### src/design/chisq_pkg.sv
// -----------------------------------------------------------------------------
// Chi-square test package
// Shared widths, reset values, register indexes, sequencer states and the
// request and response bundles of the shared divider.
// -----------------------------------------------------------------------------
`timescale 1ns / 1ps

package chisq_pkg;

    localparam int DEF_MAX_BINS    = 128;
    localparam int DEF_SAMPLE_BITS = 24;

    // Bin counts, sample counts and the test length share one width.
    localparam int CNT_W = 21;
    localparam logic [CNT_W-1:0] CNT_MAX = '1;

    localparam int CHI_W = 56;
    // Dividend width of the divider; covers the scaled sum for up to 1024 bins.
    localparam int DIV_W = 64;

    localparam int CFG_ADDR_W = 1;
    localparam int NB_CFG_W   = 8;

    localparam logic [CFG_ADDR_W-1:0] CFG_NUM_BINS         = 1'b0;
    localparam logic [CFG_ADDR_W-1:0] CFG_SAMPLES_PER_TEST = 1'b1;

    localparam logic [NB_CFG_W-1:0] NUM_BINS_RST = 8'd100;
    localparam logic [CNT_W-1:0]    SAMPLES_RST  = 21'd10000;

    typedef enum logic [3:0] {
        ST_CLEAR,
        ST_IDLE,
        ST_READ,
        ST_INC,
        ST_E_START,
        ST_E_WAIT,
        ST_SWEEP,
        ST_C_START,
        ST_C_WAIT,
        ST_EMIT
    } t_state;

    typedef struct packed {
        logic             start;
        logic [DIV_W-1:0] dividend;
        logic [CNT_W-1:0] divisor;
    } t_div_req;

    typedef struct packed {
        logic             busy;
        logic             done;
        logic [DIV_W-1:0] quotient;
    } t_div_rsp;

endpackage

### src/design/chisq_div.sv
// -----------------------------------------------------------------------------
// Shared restoring divider
// Unsigned division, one quotient bit per cycle.
// -----------------------------------------------------------------------------
`timescale 1ns / 1ps

module chisq_div (
    input  logic                 i_clk,
    input  logic                 i_rst_n,
    input  chisq_pkg::t_div_req  i_req,
    output chisq_pkg::t_div_rsp  o_rsp
);
    import chisq_pkg::*;

    localparam int STEP_W = $clog2(DIV_W);

    logic              r_busy;
    logic              r_done;
    logic [STEP_W-1:0] r_step;
    logic [DIV_W-1:0]  r_quo;
    logic [CNT_W-1:0]  r_rem;
    logic [CNT_W-1:0]  r_dvs;

    logic [CNT_W:0] trial;
    logic [CNT_W:0] diff;
    logic           ge;

    // The quotient register shifts the dividend out at the top and the
    // quotient bits in at the bottom.
    always_comb begin
        trial = {r_rem, r_quo[DIV_W-1]};
        diff  = trial - {1'b0, r_dvs};
        ge    = (trial >= {1'b0, r_dvs});
    end

    always_ff @(posedge i_clk) begin
        if (!i_rst_n) begin
            r_busy <= 1'b0;
            r_done <= 1'b0;
            r_step <= '0;
        end else begin
            r_done <= 1'b0;
            if (i_req.start) begin
                r_busy <= 1'b1;
                r_step <= '0;
            end else if (r_busy) begin
                r_step <= r_step + STEP_W'(1);
                if (r_step == STEP_W'(DIV_W - 1)) begin
                    r_busy <= 1'b0;
                    r_done <= 1'b1;
                end
            end
        end
    end

    always_ff @(posedge i_clk) begin
        if (i_req.start) begin
            r_quo <= i_req.dividend;
            r_rem <= '0;
            r_dvs <= i_req.divisor;
        end else if (r_busy) begin
            r_quo <= {r_quo[DIV_W-2:0], ge};
            r_rem <= ge ? diff[CNT_W-1:0] : trial[CNT_W-1:0];
        end
    end

    assign o_rsp.busy     = r_busy;
    assign o_rsp.done     = r_done;
    assign o_rsp.quotient = r_quo;

endmodule

### config.mk
export PLATFORM = sky130hd
export DESIGN_NAME = chisq_div
export DESIGN_NICKNAME = d
export VERILOG_FILES = /design/src/design/chisq_pkg.sv /design/src/design/chisq_div.sv
export SDC_FILE = /design/constraint.sdc
export NUM_CORES = 1
export LEC_CHECK = 0
export BUFFER_PORTS_ARGS = -buffer_cell sky130_fd_sc_hd__clkbuf_2
export CORE_ASPECT_RATIO = 0.8
export CORE_UTILIZATION = 35
export CTS_BUF_LIST = sky130_fd_sc_hd__clkbuf_4 sky130_fd_sc_hd__clkbuf_8
export DETAILED_ROUTE_END_ITERATION = 8
export SLEW_MARGIN = 20
export SYNTH_ARGS = -nofsm -noshare
export SYNTH_HDL_FRONTEND = slang
export SYNTH_SLANG_ARGS = --single-unit
export TNS_END_PERCENT = 5
### constraint.sdc
create_clock -name i_clk -period 3.4 [get_ports i_clk]
set_clock_uncertainty 0.2 [all_clocks]
set_input_delay 0.51 -clock i_clk [delete_from_list [all_inputs] [get_ports i_clk]]
set_output_delay 0.51 -clock i_clk [all_outputs]
set_load 0.02 [all_outputs]
; Word-level counts from Yosys, hierarchy flattened
; Index checks and enable logic that the tools add are counted.
[word_totals]
register_bits = 114
inputBits = 88
out_inout_bits = 66
elab_cells = 22
[op_classes]
add_sub_neg = 2
magnitude_cmp = 1
n_eq_ne = 1
n_mux = 7
n_bitwise = 2
n_reduce_logical = 3
[ops]
columns = operator, n
row1 = $mux W64, 2
row2 = $ge A22 B21 Y1, 1
row3 = $mux W21, 1
row4 = $sub A21 B21 Y21, 1
row5 = $add A6 B1 Y6 const B, 1
row6 = $eq A6 B6 Y1 const B, 1
row7 = $mux W1, 4
row8 = $reduce_or A3 Y1, 1
row9 = $not A1 Y1, 2
row10 = $reduce_bool A2 Y1, 1
row11 = $reduce_or A2 Y1, 1

; Longest topological paths before layout
; Gate-level depths: netlist of run 1.
[logic_depth]
ltp_word = 4
depth_mapped = 13
depth_no_buf = 12

; Least setup slack after synthesis of run 1
; Ideal clock, no wire load.
[synth_path]
path_type = input to register
start = input i_req[85] in the netlist's numbering
end = register r_quo[0], enable pin
setup_ns = 0.418
arrival_ns = 2.180
t_required_ns = 2.782
slack_ns = 0.602
cell_stages = 3
path_buffers = 1
cell_sequence = clkbuf_1 > nor2_1 > inv_1
[synth_between]
elab_chain_len = 1
[synth_lines]
columns = item, line
row1 = from (decl), chisq_div.sv:10  ; input chisq_pkg::t_div_req i_req,
row2 = $reduce_bool A2 Y1 (no source line), --
row3 = to (signal assigned), chisq_div.sv:58  ; r_quo <= i_req.dividend;
row4 = to (signal assigned), chisq_div.sv:62  ; r_quo <= {r_quo[DIV_W-2:0], ge};
row5 = to (decl), chisq_div.sv:20  ; logic [DIV_W-1:0] r_quo;
; Every way passes these cells.
; A chain may end at the register's enable or synchronous reset.

; Final worst setup path of run 1
[layout_path]
start = register r_quo[63]
end = register r_rem[19]
[layout_between]
elab_chain_len = 2
word_cells_on_any_way = 3
classes_between = add/sub: 1 / order compare: 1 / mux: 1
[layout_lines]
columns = item, line
row1 = $sub A21 B21 Y21 or $ge A22 B21 Y1 (tied branches), "chisq_div.sv:32, chisq_div.sv:33"
row2 = $mux W21 (*), chisq_div.sv:63  ; r_rem <= ge ? diff[CNT_W-1:0] : trial[CNT_W-1:0];
row3 = to (signal assigned), chisq_div.sv:63
row4 = to (decl), chisq_div.sv:21  ; logic [CNT_W-1:0] r_rem;
; Mark *: on every way between the ends. The rest lies on a longest branch, timed or not.

==> out/results.txt, run 1 <==
Final setup violation count - 0
first-pass GRT wire length - 21800 um
DR WL/cell - 16.1 um
cell count after synthesis - 471
DRT Wirelength - 13800 um
vertical extent of the die - 117 um
effective utilization at floorplan - 0.363
die extent in x - 146 um
Top cell by count, worst path - sky130_fd_sc_hd__inv_1
post-route worst setup slack - 0.471 ns
maximum number of pins on one net before global-route repair - 57
DRC violation count after routing - 0
via count - 4215
ANT cells - 0
number of standard-cell rows in the floorplan - 41
CTS tree - done
Floorplan Core Area - 16000 um^2
CTS Hold Buffers Added - 0
flop-to-flop setup slack - 0.47 ns
Synth Net Count - 582
Final Hold Fails - 0
normalized max-slew margin - 0.543
clock tree buffer depth - 2
1st-iter DRT viols - 149
Netlist cell types - 60
delay contributed by the slowest stage of the critical path - 0.41 ns
worst endpoint data arrival time - 3.07 ns
total count of max-transition violations in the final report - 0
number of buffers added for setup after CTS - 0
flop and latch count out of synthesis - 114
most common cell after layout, fill and taps aside - sky130_fd_sc_hd__clkbuf_2
fraction of final layout cells with drive strength greater than 1 - 0.415
worst setup path start - r_quo[63]
highest attainable clock frequency - 341 MHz
overflow left after global routing - 0
total global routing track utilization - 0.166
Top delay family on crit path - compound AO/OA/AOI/OAI gates
worst vdd rail ir drop - 0.000307 V
P_leak - 0.00309 uW
cell-by-cell trace of the critical path - inv_1 -> ha_1 -> inv_1 -> fa_1 -> a21o_1 -> a21oi_1 -> a211o_4 -> nand4b_4 -> nand2_4 -> nand2_1 -> o311a_1 -> o32ai_2
CTS H-tree lvls - 4
Max Fanout on Critical Path - 28
post-DP HPWL - 9720 um
areal power density over the cells - 510 nW/um^2
reg2reg start - r_quo[63]
Primary FF master, synth - sky130_fd_sc_hd__edfxtp_1
slew at the pin with the worst max-slew slack - 0.683 ns
insertion delay to the later sink of the worst-skew pair - 0.43 ns
Vias per Instance - 4.92
sequential cell area fraction in the yosys report - 0.539
post-cts gate resize count - 0
Final GP Congestion - 0.870
number of global-route vias before repair - 4164
CP Capture Type - flip-flop
number of buffers added by the clock tree synthesis step - 17
status - completed
number of nets still failing antenna checks after routing - 0
Mapped Avg Cell Area - 12.3 um^2
port buffer count - 153
area of the die - 17100 um^2
Reg clk slew, reported paths - 0.08 ns
initial antenna violation count - 0
count of TritonRoute iterations in the first routing pass - 4
NumNets Final - 739
sum of negative setup slack - 0 ns
Area growth, synth to finish - 23.2%
async set or reset register ratio after synthesis - 0
Crit path required time - 3.54 ns
Setup crit start kind - flip-flop
kind of critical path - reg2reg
setup repair after global routing missed its margin - no
total stage count of the critical path - 12
Warnings, synthesis - 0
worst min-delay path class - in2reg
CP bufs+invs - 2
crit share post-route - 0.861
cell at the root of the clock tree - sky130_fd_sc_hd__clkbuf_8
logic depth of the worst register-to-register path - 12
count of maximum capacitance violations - 0
Worst Setup Slack post-DPL - 0.491 ns
minimum clock period - 2.93 ns
I/O pins - 154
Power, Total - 3650 uW
last element of the critical path - r_rem[19]
count of flip-flops with a built-in enable after synthesis - 85
Sinks on Clock Net - 114
slowest library cell on the worst path - sky130_fd_sc_hd__edfxtp_1
worst flop-to-flop path endpoint - r_rem[19]
commonest cells after routing, fill and taps aside - 152 x sky130_fd_sc_hd__clkbuf_2, 85 x sky130_fd_sc_hd__edfxtp_1, 64 x sky130_fd_sc_hd__mux2_2, 37 x sky130_fd_sc_hd__nor2_1, 29 x sky130_fd_sc_hd__dfxtp_1
Cell Area, Synth - 5810 um^2
[cell type report]
type | instances | area, um^2
multi-input combinational | 307 | 2450
tap | 215 | 269
sequential | 114 | 3130
clock buffer | 17 | 234
clock inverter | 15 | 134
fill | 1553 | 8850
inverter | 28 | 105
timing repair buffer | 160 | 836
[Yosys cell counts, types with 4 or more instances]
cell type                  number  area [um^2]
sky130_fd_sc_hd__buf_1          8         30.0
sky130_fd_sc_hd__a21o_1         8         60.1
sky130_fd_sc_hd__xor2_1        12          105
sky130_fd_sc_hd__a32oi_1        4         35.0
sky130_fd_sc_hd__nand4_1        7         43.8
sky130_fd_sc_hd__inv_1         28          105
sky130_fd_sc_hd__clkbuf_1       6         22.5
sky130_fd_sc_hd__mux2_2        64          721
sky130_fd_sc_hd__a21oi_1       27          135
sky130_fd_sc_hd__nor2_1        37          139
sky130_fd_sc_hd__mux2i_1       10          100
sky130_fd_sc_hd__nor3_1         4         20.0
sky130_fd_sc_hd__xnor2_1       10         87.6
sky130_fd_sc_hd__a211oi_1      12         90.1
sky130_fd_sc_hd__o21ai_0       12         60.1
sky130_fd_sc_hd__buf_4          4         30.0
sky130_fd_sc_hd__nand2_1       20         75.1
sky130_fd_sc_hd__dfxtp_1       29          581
sky130_fd_sc_hd__edfxtp_1      85         2550
sky130_fd_sc_hd__nand3_1        4         20.0
sky130_fd_sc_hd__ha_1          22          275
sky130_fd_sc_hd__nor2b_1        6         37.5
[power by group]
part	total [uW]	switching (uW)	internal (uW)	leakage [uW]
sequential	1710	70.6	1640	0.00109
clock	1210	627	583	0.000177
combinational	729	421	308	0.00182
total	3650	1120	2530	0.00309
[metal layers]
layer / vias up / GRT usage / routed length, um
met4: 0 / 0.0486 / 80
met1: 1988 / 0.216 / 6290
li1: 2077 / - / -
met3: 8 / 0.0756 / 1190
met2: 142 / 0.249 / 6210
met5: - / 0 / 0
[logic make-up (layout without fill, tap and decap cells)]
logic type / after synthesis / after routing / synth area share
xor gates and xnor gates: 22 / 22 / 0.0332
DFF: 114 / 114 / 0.539
muxes: 74 / 74 / 0.141
adders and majority gates: 23 / 23 / 0.0508
and+or+nand+nor: 98 / 98 / 0.0853
buffers and inverters: 50 / 220 / 0.0394
AOI/OAI and AO/OA: 90 / 90 / 0.111
[how the worst min path moves through the flow]
stage                     startpoint        end  slack [ns]  cells past startpoint
after floorplan            r_rem[10]  r_rem[10]        0.25                      2
after global placement     r_step[5]  r_step[5]        0.27                      2
after detailed placement   r_rem[10]  r_rem[10]        0.29                      2
after CTS                   i_req[3]   r_dvs[3]        0.01                      1
after global routing        i_req[8]   r_dvs[8]       0.002                      1
final                       i_req[6]   r_dvs[6]        0.05                      1
[stage by stage]
| step | cell area, um^2 | cells | hold slack [ns] | utilization |
|---|---|---|---|---|
| 2_1_floorplan | 5810 | 471 | 0.253 | - |
| 3_3_place_gp | 6780 | 823 | 0.268 | 0.424 |
| 3_5_place_dp | 6780 | 823 | 0.291 | 0.424 |
| 4_1_cts | 7150 | 855 | 0.00980 | 0.447 |
| 5_1_grt | 7160 | 856 | 0.00184 | 0.447 |
| 6_report | 7160 | 856 | 0.0454 | 0.447 |
[flip-flops by register name, summed over array words and instances, names as in the netlist]
| name | flops |
|---|---|
| r_step | 6 |
| r_done | 1 |
| r_dvs | 21 |
| r_rem | 21 |
| r_quo | 64 |
| r_busy | 1 |
Power figures use the tool's default switching activity.
==> run 2, diff against run 1 <==
--- a/config.mk
+++ b/config.mk
@@ -8,8 +8,10 @@
 export BUFFER_PORTS_ARGS = -buffer_cell sky130_fd_sc_hd__clkbuf_2
 export CORE_ASPECT_RATIO = 0.8
 export CORE_UTILIZATION = 35
-export CTS_BUF_LIST = sky130_fd_sc_hd__clkbuf_4 sky130_fd_sc_hd__clkbuf_8
+export CTS_BUF_LIST = sky130_fd_sc_hd__clkbuf_16
 export DETAILED_ROUTE_END_ITERATION = 8
+export HOLD_SLACK_MARGIN = 0.02
+export RECOVER_POWER = 25
 export SLEW_MARGIN = 20
 export SYNTH_ARGS = -nofsm -noshare
 export SYNTH_HDL_FRONTEND = slang
==> out/results.txt, run 2 (same netlist as run 1, synthesis figures left out) <==
setup repair after global routing missed its margin - no
worst flop-to-flop path endpoint - r_rem[19]
number of buffers added by the clock tree synthesis step - 17 (unchanged)
status - completed
overflow left after global routing - 0 (unchanged)
cell at the root of the clock tree - sky130_fd_sc_hd__clkbuf_16
areal power density over the cells - 566 nW/um^2 (+11%)
number of placed instances with taps included - 823 (unchanged)
ANT cells - 0 (unchanged)
vertical extent of the die - 117 um (unchanged)
clock tree buffer depth - 2 (unchanged)
normalized max-slew margin - 0.0454 (-0.498)
DRT Wirelength - 13700 um (-0.51%)
port buffer count - 153 (unchanged)
Hold Startpoint - i_req[6]
post-DP HPWL - 9720 um (unchanged)
P_leak - 0.00316 uW (+2.3%)
logic depth of the worst register-to-register path - 12 (unchanged)
Area growth, synth to finish - 26.0%
DR WL/cell - 16.0 um (-0.39%)
total count of max-transition violations in the final report - 0 (unchanged)
via count - 4222 (+0.17%)
commonest cells after routing, fill and taps aside - 153 x sky130_fd_sc_hd__clkbuf_2, 85 x sky130_fd_sc_hd__edfxtp_1, 64 x sky130_fd_sc_hd__mux2_2, 37 x sky130_fd_sc_hd__nor2_1, 29 x sky130_fd_sc_hd__dfxtp_1
crit share post-route - 0.870 (+0.00888)
register with the highest flop count - r_quo
final std cells w/o fill - 855 (-0.12%)
sum of negative setup slack - 0 ns (unchanged)
number of standard-cell rows in the floorplan - 41 (unchanged)
worst endpoint data arrival time - 3.08 ns (about the same)
area of the die - 17100 um^2 (unchanged)
I/O pins - 154 (unchanged)
Final GP Congestion - 0.870 (unchanged)
met2 Use GR - 0.253 (+0.00351)
reg2reg start - r_quo[63]
number of buffers added for setup after CTS - 0 (unchanged)
minimum clock period - 2.96 ns (+0.0302 ns)
CP Capture Type - flip-flop
worst min-delay path class - in2reg
number of global-route vias before repair - 4231 (+1.6%)
fraction of final layout cells with drive strength greater than 1 - 0.413 (-0.00248)
CTS H-tree lvls - 4 (unchanged)
most common cell after layout, fill and taps aside - sky130_fd_sc_hd__clkbuf_2
met3 usage - 0.0690 (-0.00659)
Setup crit start kind - flip-flop
Sinks on Clock Net - 114 (unchanged)
flip-flop count of the largest register after layout - 64 (unchanged)
Crit path required time - 3.52 ns (-0.02 ns)
Final setup violation count - 0 (unchanged)
NumNets Final - 738 (-0.14%)
CTS Hold Buffers Added - 0 (unchanged)
die extent in x - 146 um (unchanged)
Floorplan Core Area - 16000 um^2 (unchanged)
count of maximum capacitance violations - 0 (unchanged)
flop-to-flop setup slack - 0.44 ns (-0.03 ns)
first-pass GRT wire length - 22000 um (+1.0%)
CTS tree - done
DRC violation count after routing - 0 (unchanged)
Final Hold Fails - 0 (unchanged)
1st-iter DRT viols - 182 (+22%)
maximum number of pins on one net before global-route repair - 57 (unchanged)
Max Fanout on Critical Path - 28 (unchanged)
total global routing track utilization - 0.168 (+0.00191)
layer with the highest usage after global routing - met2
post-cts gate resize count - 0 (unchanged)
highest attainable clock frequency - 338 MHz (-1.0%)
effective utilization at floorplan - 0.363 (unchanged)
worst vdd rail ir drop - 0.000305 V (-0.71%)
largest registers in the final layout - r_quo x64, r_dvs x21, r_rem x21
slew at the pin with the worst max-slew slack - 1.43 ns (+0.749 ns)
Reg clk slew, reported paths - 0.06 ns (-0.02 ns)
met1 usage - 0.217 (+0.00103)
kind of critical path - reg2reg
hold-critical path endpoint - r_dvs[6]
number of instances on the worst hold path - 1 (unchanged)
Vias per Instance - 4.94 (+0.28%)
number of nets still failing antenna checks after routing - 0 (unchanged)
initial antenna violation count - 0 (unchanged)
count of TritonRoute iterations in the first routing pass - 4 (unchanged)
insertion delay to the later sink of the worst-skew pair - 0.42 ns (about the same)
[run 2: metal layers]
layer | part of all wire | up-vias | routed length [um]
met1 | 0.46 | 2005 | 6330
met2 | 0.45 | 136 | 6110
met5 | 0 | - | 0
met4 | 0.016 | 0 | 216
li1 | - | 2069 | -
met3 | 0.076 | 12 | 1050
[run 2: worst max path at each step]
stage	cells after the start	start	slack [ns]	end
2_1_floorplan	3	i_req[85]	0.60	r_quo[0]
3_3_place_gp	12	r_quo[63]	0.54	r_rem[19]
3_5_place_dp	12	r_quo[63]	0.49	r_rem[19]
4_1_cts	12	r_quo[63]	0.44	r_rem[19]
5_1_grt	12	r_quo[63]	0.24	r_rem[19]
6_report	12	r_quo[63]	0.44	r_rem[19]
[run 2: area by class of cell]
cell class,instances,area [um^2]
clock buffers,17,425
flip-flops and latches,114,3130
clock inverters,15,134
fillers,1542,8690
well taps,215,269
inverters,28,105
multi-input cells,307,2450
repair buffers,159,803
[run 2: worst max-delay path, cell delays in order, from the launching register on]
cell and delay [ns]:
sky130_fd_sc_hd__edfxtp_1 0.40, sky130_fd_sc_hd__inv_1 0.07, sky130_fd_sc_hd__ha_1 0.15, sky130_fd_sc_hd__inv_1 0.05, sky130_fd_sc_hd__fa_1 0.40, sky130_fd_sc_hd__a21o_1 0.23, sky130_fd_sc_hd__a21oi_1 0.20, sky130_fd_sc_hd__a211o_4 0.20
sky130_fd_sc_hd__nand4b_4 0.12, sky130_fd_sc_hd__nand2_4 0.34, sky130_fd_sc_hd__nand2_1 0.11, sky130_fd_sc_hd__o311a_1 0.15, sky130_fd_sc_hd__o32ai_2 0.23
[run 2: stage by stage]
stage | util | instance area (um^2) | setup WS [ns] | hold WS (ns) | power, uW
after CTS | 0.459 | 7340 | 0.444 | 0.0497 | 4190
after detailed placement | 0.424 | 6780 | 0.491 | 0.291 | 2470
after global placement | 0.424 | 6780 | 0.537 | 0.268 | 2460
after global routing | 0.457 | 7320 | 0.236 | 0.0427 | 4340
after floorplan | - | 5810 | 0.602 | 0.253 | 2240
final | 0.457 | 7320 | 0.441 | 0.0653 | 4140
[run 2: where the power goes]
| part | internal, uW | leakage [uW] | total, uW | switching [uW] |
|---|---|---|---|---|
| sequential | 1650 | 0.00109 | 1710 | 69.8 |
| clock | 1010 | 0.000264 | 1700 | 690 |
| combinational | 306 | 0.00181 | 725 | 419 |
| total | 2960 | 0.00316 | 4140 | 1180 |
==> run 3, diff against run 2 <==
--- a/config.mk
+++ b/config.mk
@@ -6,11 +6,14 @@
 export NUM_CORES = 1
 export LEC_CHECK = 0
 export BUFFER_PORTS_ARGS = -buffer_cell sky130_fd_sc_hd__clkbuf_2
+export CELL_PAD_IN_SITES_DETAIL_PLACEMENT = 1
+export CELL_PAD_IN_SITES_GLOBAL_PLACEMENT = 1
 export CORE_ASPECT_RATIO = 0.8
-export CORE_UTILIZATION = 35
+export CORE_UTILIZATION = 40
 export CTS_BUF_LIST = sky130_fd_sc_hd__clkbuf_16
 export DETAILED_ROUTE_END_ITERATION = 8
 export HOLD_SLACK_MARGIN = 0.02
+export PLACE_DENSITY_LB_ADDON = 0.1
 export RECOVER_POWER = 25
 export SLEW_MARGIN = 20
 export SYNTH_ARGS = -nofsm -noshare
==> out/results.txt, run 3 (same netlist as run 1, synthesis figures left out) <==
number of buffers added for setup after CTS - 0 (unchanged)
Area growth, synth to finish - 25.6%
vertical extent of the die - 110 um (-6.3%)
Power, Total - 4240 uW (+2.4%)
number of nets still failing antenna checks after routing - 0 (unchanged)
register share of total power - 0.404 (-0.010)
reg2reg start - r_quo[63]
Final setup violation count - 0 (unchanged)
sum of negative setup slack - 0 ns (unchanged)
Hold Startpoint - i_req[8]
Crit path required time - 3.52 ns (about the same)
cell at the root of the clock tree - sky130_fd_sc_hd__clkbuf_16
Floorplan Core Area - 13900 um^2 (-13%)
die extent in x - 137 um (-6.4%)
area of the multi-input gates - 2450 um^2 (unchanged)
clock tree buffer depth - 2 (unchanged)
areal power density over the cells - 581 nW/um^2 (+2.7%)
commonest cells after routing, fill and taps aside - 154 x sky130_fd_sc_hd__clkbuf_2, 85 x sky130_fd_sc_hd__edfxtp_1, 64 x sky130_fd_sc_hd__mux2_2, 37 x sky130_fd_sc_hd__nor2_1, 31 x sky130_fd_sc_hd__inv_1
1st-iter DRT viols - 175 (-3.8%)
normalized max-slew margin - -0.0722 (-0.118)
Vias per Instance - 5.10 (+3.3%)
Max Fanout on Critical Path - 28 (unchanged)
effective utilization at floorplan - 0.418 (+0.0555)
number of global-route vias before repair - 4378 (+3.5%)
port buffer count - 153 (unchanged)
post-DP HPWL - 10300 um (+5.6%)
Combinational Power Share - 0.174 (about the same)
fraction of final layout cells with drive strength greater than 1 - 0.407 (-0.00561)
DR WL/cell - 17.7 um (+11%)
worst vdd rail ir drop - 0.000445 V (+46%)
number of standard-cell rows in the floorplan - 38 (-7.3%)
Worst Hold Margin - 0.0631 ns (-0.00223 ns)
setup repair after global routing missed its margin - no
worst endpoint data arrival time - 3.07 ns (about the same)
I/O pins - 154 (unchanged)
sw power - 1140 uW (-3.3%)
DRC violation count after routing - 0 (unchanged)
P_leak - 0.00318 uW (+0.92%)
Sinks on Clock Net - 114 (unchanged)
area of the die - 15000 um^2 (-12%)
overflow left after global routing - 0 (unchanged)
maximum number of pins on one net before global-route repair - 66 (+16%)
register with the highest flop count - r_quo
count of maximum capacitance violations - 1 (+1)
status - finished, violations left
crit share post-route - 0.867 (-0.00336)
NumNets Final - 737 (-0.14%)
initial antenna violation count - 0 (unchanged)
Reg clk slew, reported paths - 0.06 ns (about the same)
Setup crit start kind - flip-flop
flop-to-flop setup slack - 0.45 ns (about the same)
CP Capture Type - flip-flop
number of buffers added by the clock tree synthesis step - 17 (unchanged)
CTS tree - done
slew at the pin with the worst max-slew slack - 1.61 ns (+0.176 ns)
ANT cells - 0 (unchanged)
number of fill cells - 1495 (-3.0%)
highest attainable clock frequency - 339 MHz (+0.39%)
Final GP Congestion - 0.813 (-6.6%)
area taken by flip-flops and latches - 3130 um^2 (unchanged)
CTS H-tree lvls - 4 (unchanged)
net switching share of the total power - 0.269 (-0.0159)
largest registers in the final layout - r_quo x64, r_dvs x21, r_rem x21
Worst Setup Slack post-DPL - 0.479 ns (-0.0120 ns)
flip-flop count of the largest register after layout - 64 (unchanged)
minimum clock period - 2.95 ns (-0.0114 ns)
CTS Hold Buffers Added - 0 (unchanged)
first-pass GRT wire length - 22700 um (+3.0%)
post-route worst setup slack - 0.452 ns (+0.0114 ns)
count of TritonRoute iterations in the first routing pass - 4 (unchanged)
most common cell after layout, fill and taps aside - sky130_fd_sc_hd__clkbuf_2
DRT Wirelength - 14500 um (+5.9%)
post-cts gate resize count - 0 (unchanged)
worst min-delay path class - in2reg
failing checks - capacitance limit, slew limit
insertion delay to the later sink of the worst-skew pair - 0.42 ns (about the same)
worst setup path start - r_quo[63]
total global routing track utilization - 0.204 (+0.0359)
total count of max-transition violations in the final report - 66 (+66)
via count - 4176 (-1.1%)
kind of critical path - reg2reg
Clk network pwr share - 0.422 (+0.012)
Internal Power - 3100 uW (+4.7%)
Final Hold Fails - 0 (unchanged)
run 3: cell count changes in the layout (fill, tap and decap cells not counted), moves of 2 or more:
cell	before	now
sky130_fd_sc_hd__buf_4	4	2
sky130_fd_sc_hd__clkbuf_16	17	19
sky130_fd_sc_hd__clkinv_2	0	3
sky130_fd_sc_hd__clkinv_4	3	1
sky130_fd_sc_hd__inv_1	27	31
sky130_fd_sc_hd__inv_6	5	0
run 3: through the flow:
step | cell area [um^2] | util | cells
2_1_floorplan | 5810 | - | 471
3_3_place_gp | 6720 | 0.484 | 787
3_5_place_dp | 6720 | 0.484 | 787
4_1_cts | 7310 | 0.526 | 819
5_1_grt | 7300 | 0.526 | 819
6_report | 7300 | 0.526 | 819
run 3: critical path, stage by stage, from the launching register on:
cell	delay (ns)
sky130_fd_sc_hd__edfxtp_1	0.39
sky130_fd_sc_hd__inv_1	0.07
sky130_fd_sc_hd__ha_1	0.15
sky130_fd_sc_hd__inv_1	0.05
sky130_fd_sc_hd__fa_1	0.40
sky130_fd_sc_hd__a21o_1	0.23
sky130_fd_sc_hd__a21oi_1	0.20
sky130_fd_sc_hd__a211o_4	0.20
sky130_fd_sc_hd__nand4b_4	0.12
sky130_fd_sc_hd__nand2_4	0.34
sky130_fd_sc_hd__nand2_1	0.11
sky130_fd_sc_hd__o311a_1	0.14
sky130_fd_sc_hd__o32ai_2	0.23
run 3: layout make-up:
type	instances	share of cell area
tap	180	0.0309
multi-input combinational	307	0.335
clock inverter	13	0.0161
clock buffer	19	0.0652
inverter	28	0.0144
sequential	114	0.429
timing repair buffer	158	0.109
run 3: power groups by stage:
stage          clock, uW  sequential, uW  combinational [uW]
2_1_floorplan          0            1830                 410
3_3_place_gp           0            1730                 722
3_5_place_dp           0            1740                 739
4_1_cts             1830            1710                 746
5_1_grt             1880            1730                 807
6_report            1790            1710                 736
run 3: metal layers:
layer	track usage	routed length [um]
met5	0	0
met4	0.0794	205
met3	0.0655	843
met2	0.319	6810
met1	0.262	6650
run 3: path summary, 6_finish.rpt:
check                           cells past startpoint        end
worst min register to register                      2   r_rem[2]
worst max-delay path                               12  r_rem[19]
worst min-delay path                                1   r_dvs[8]
worst max register to register                     12  r_rem[19]
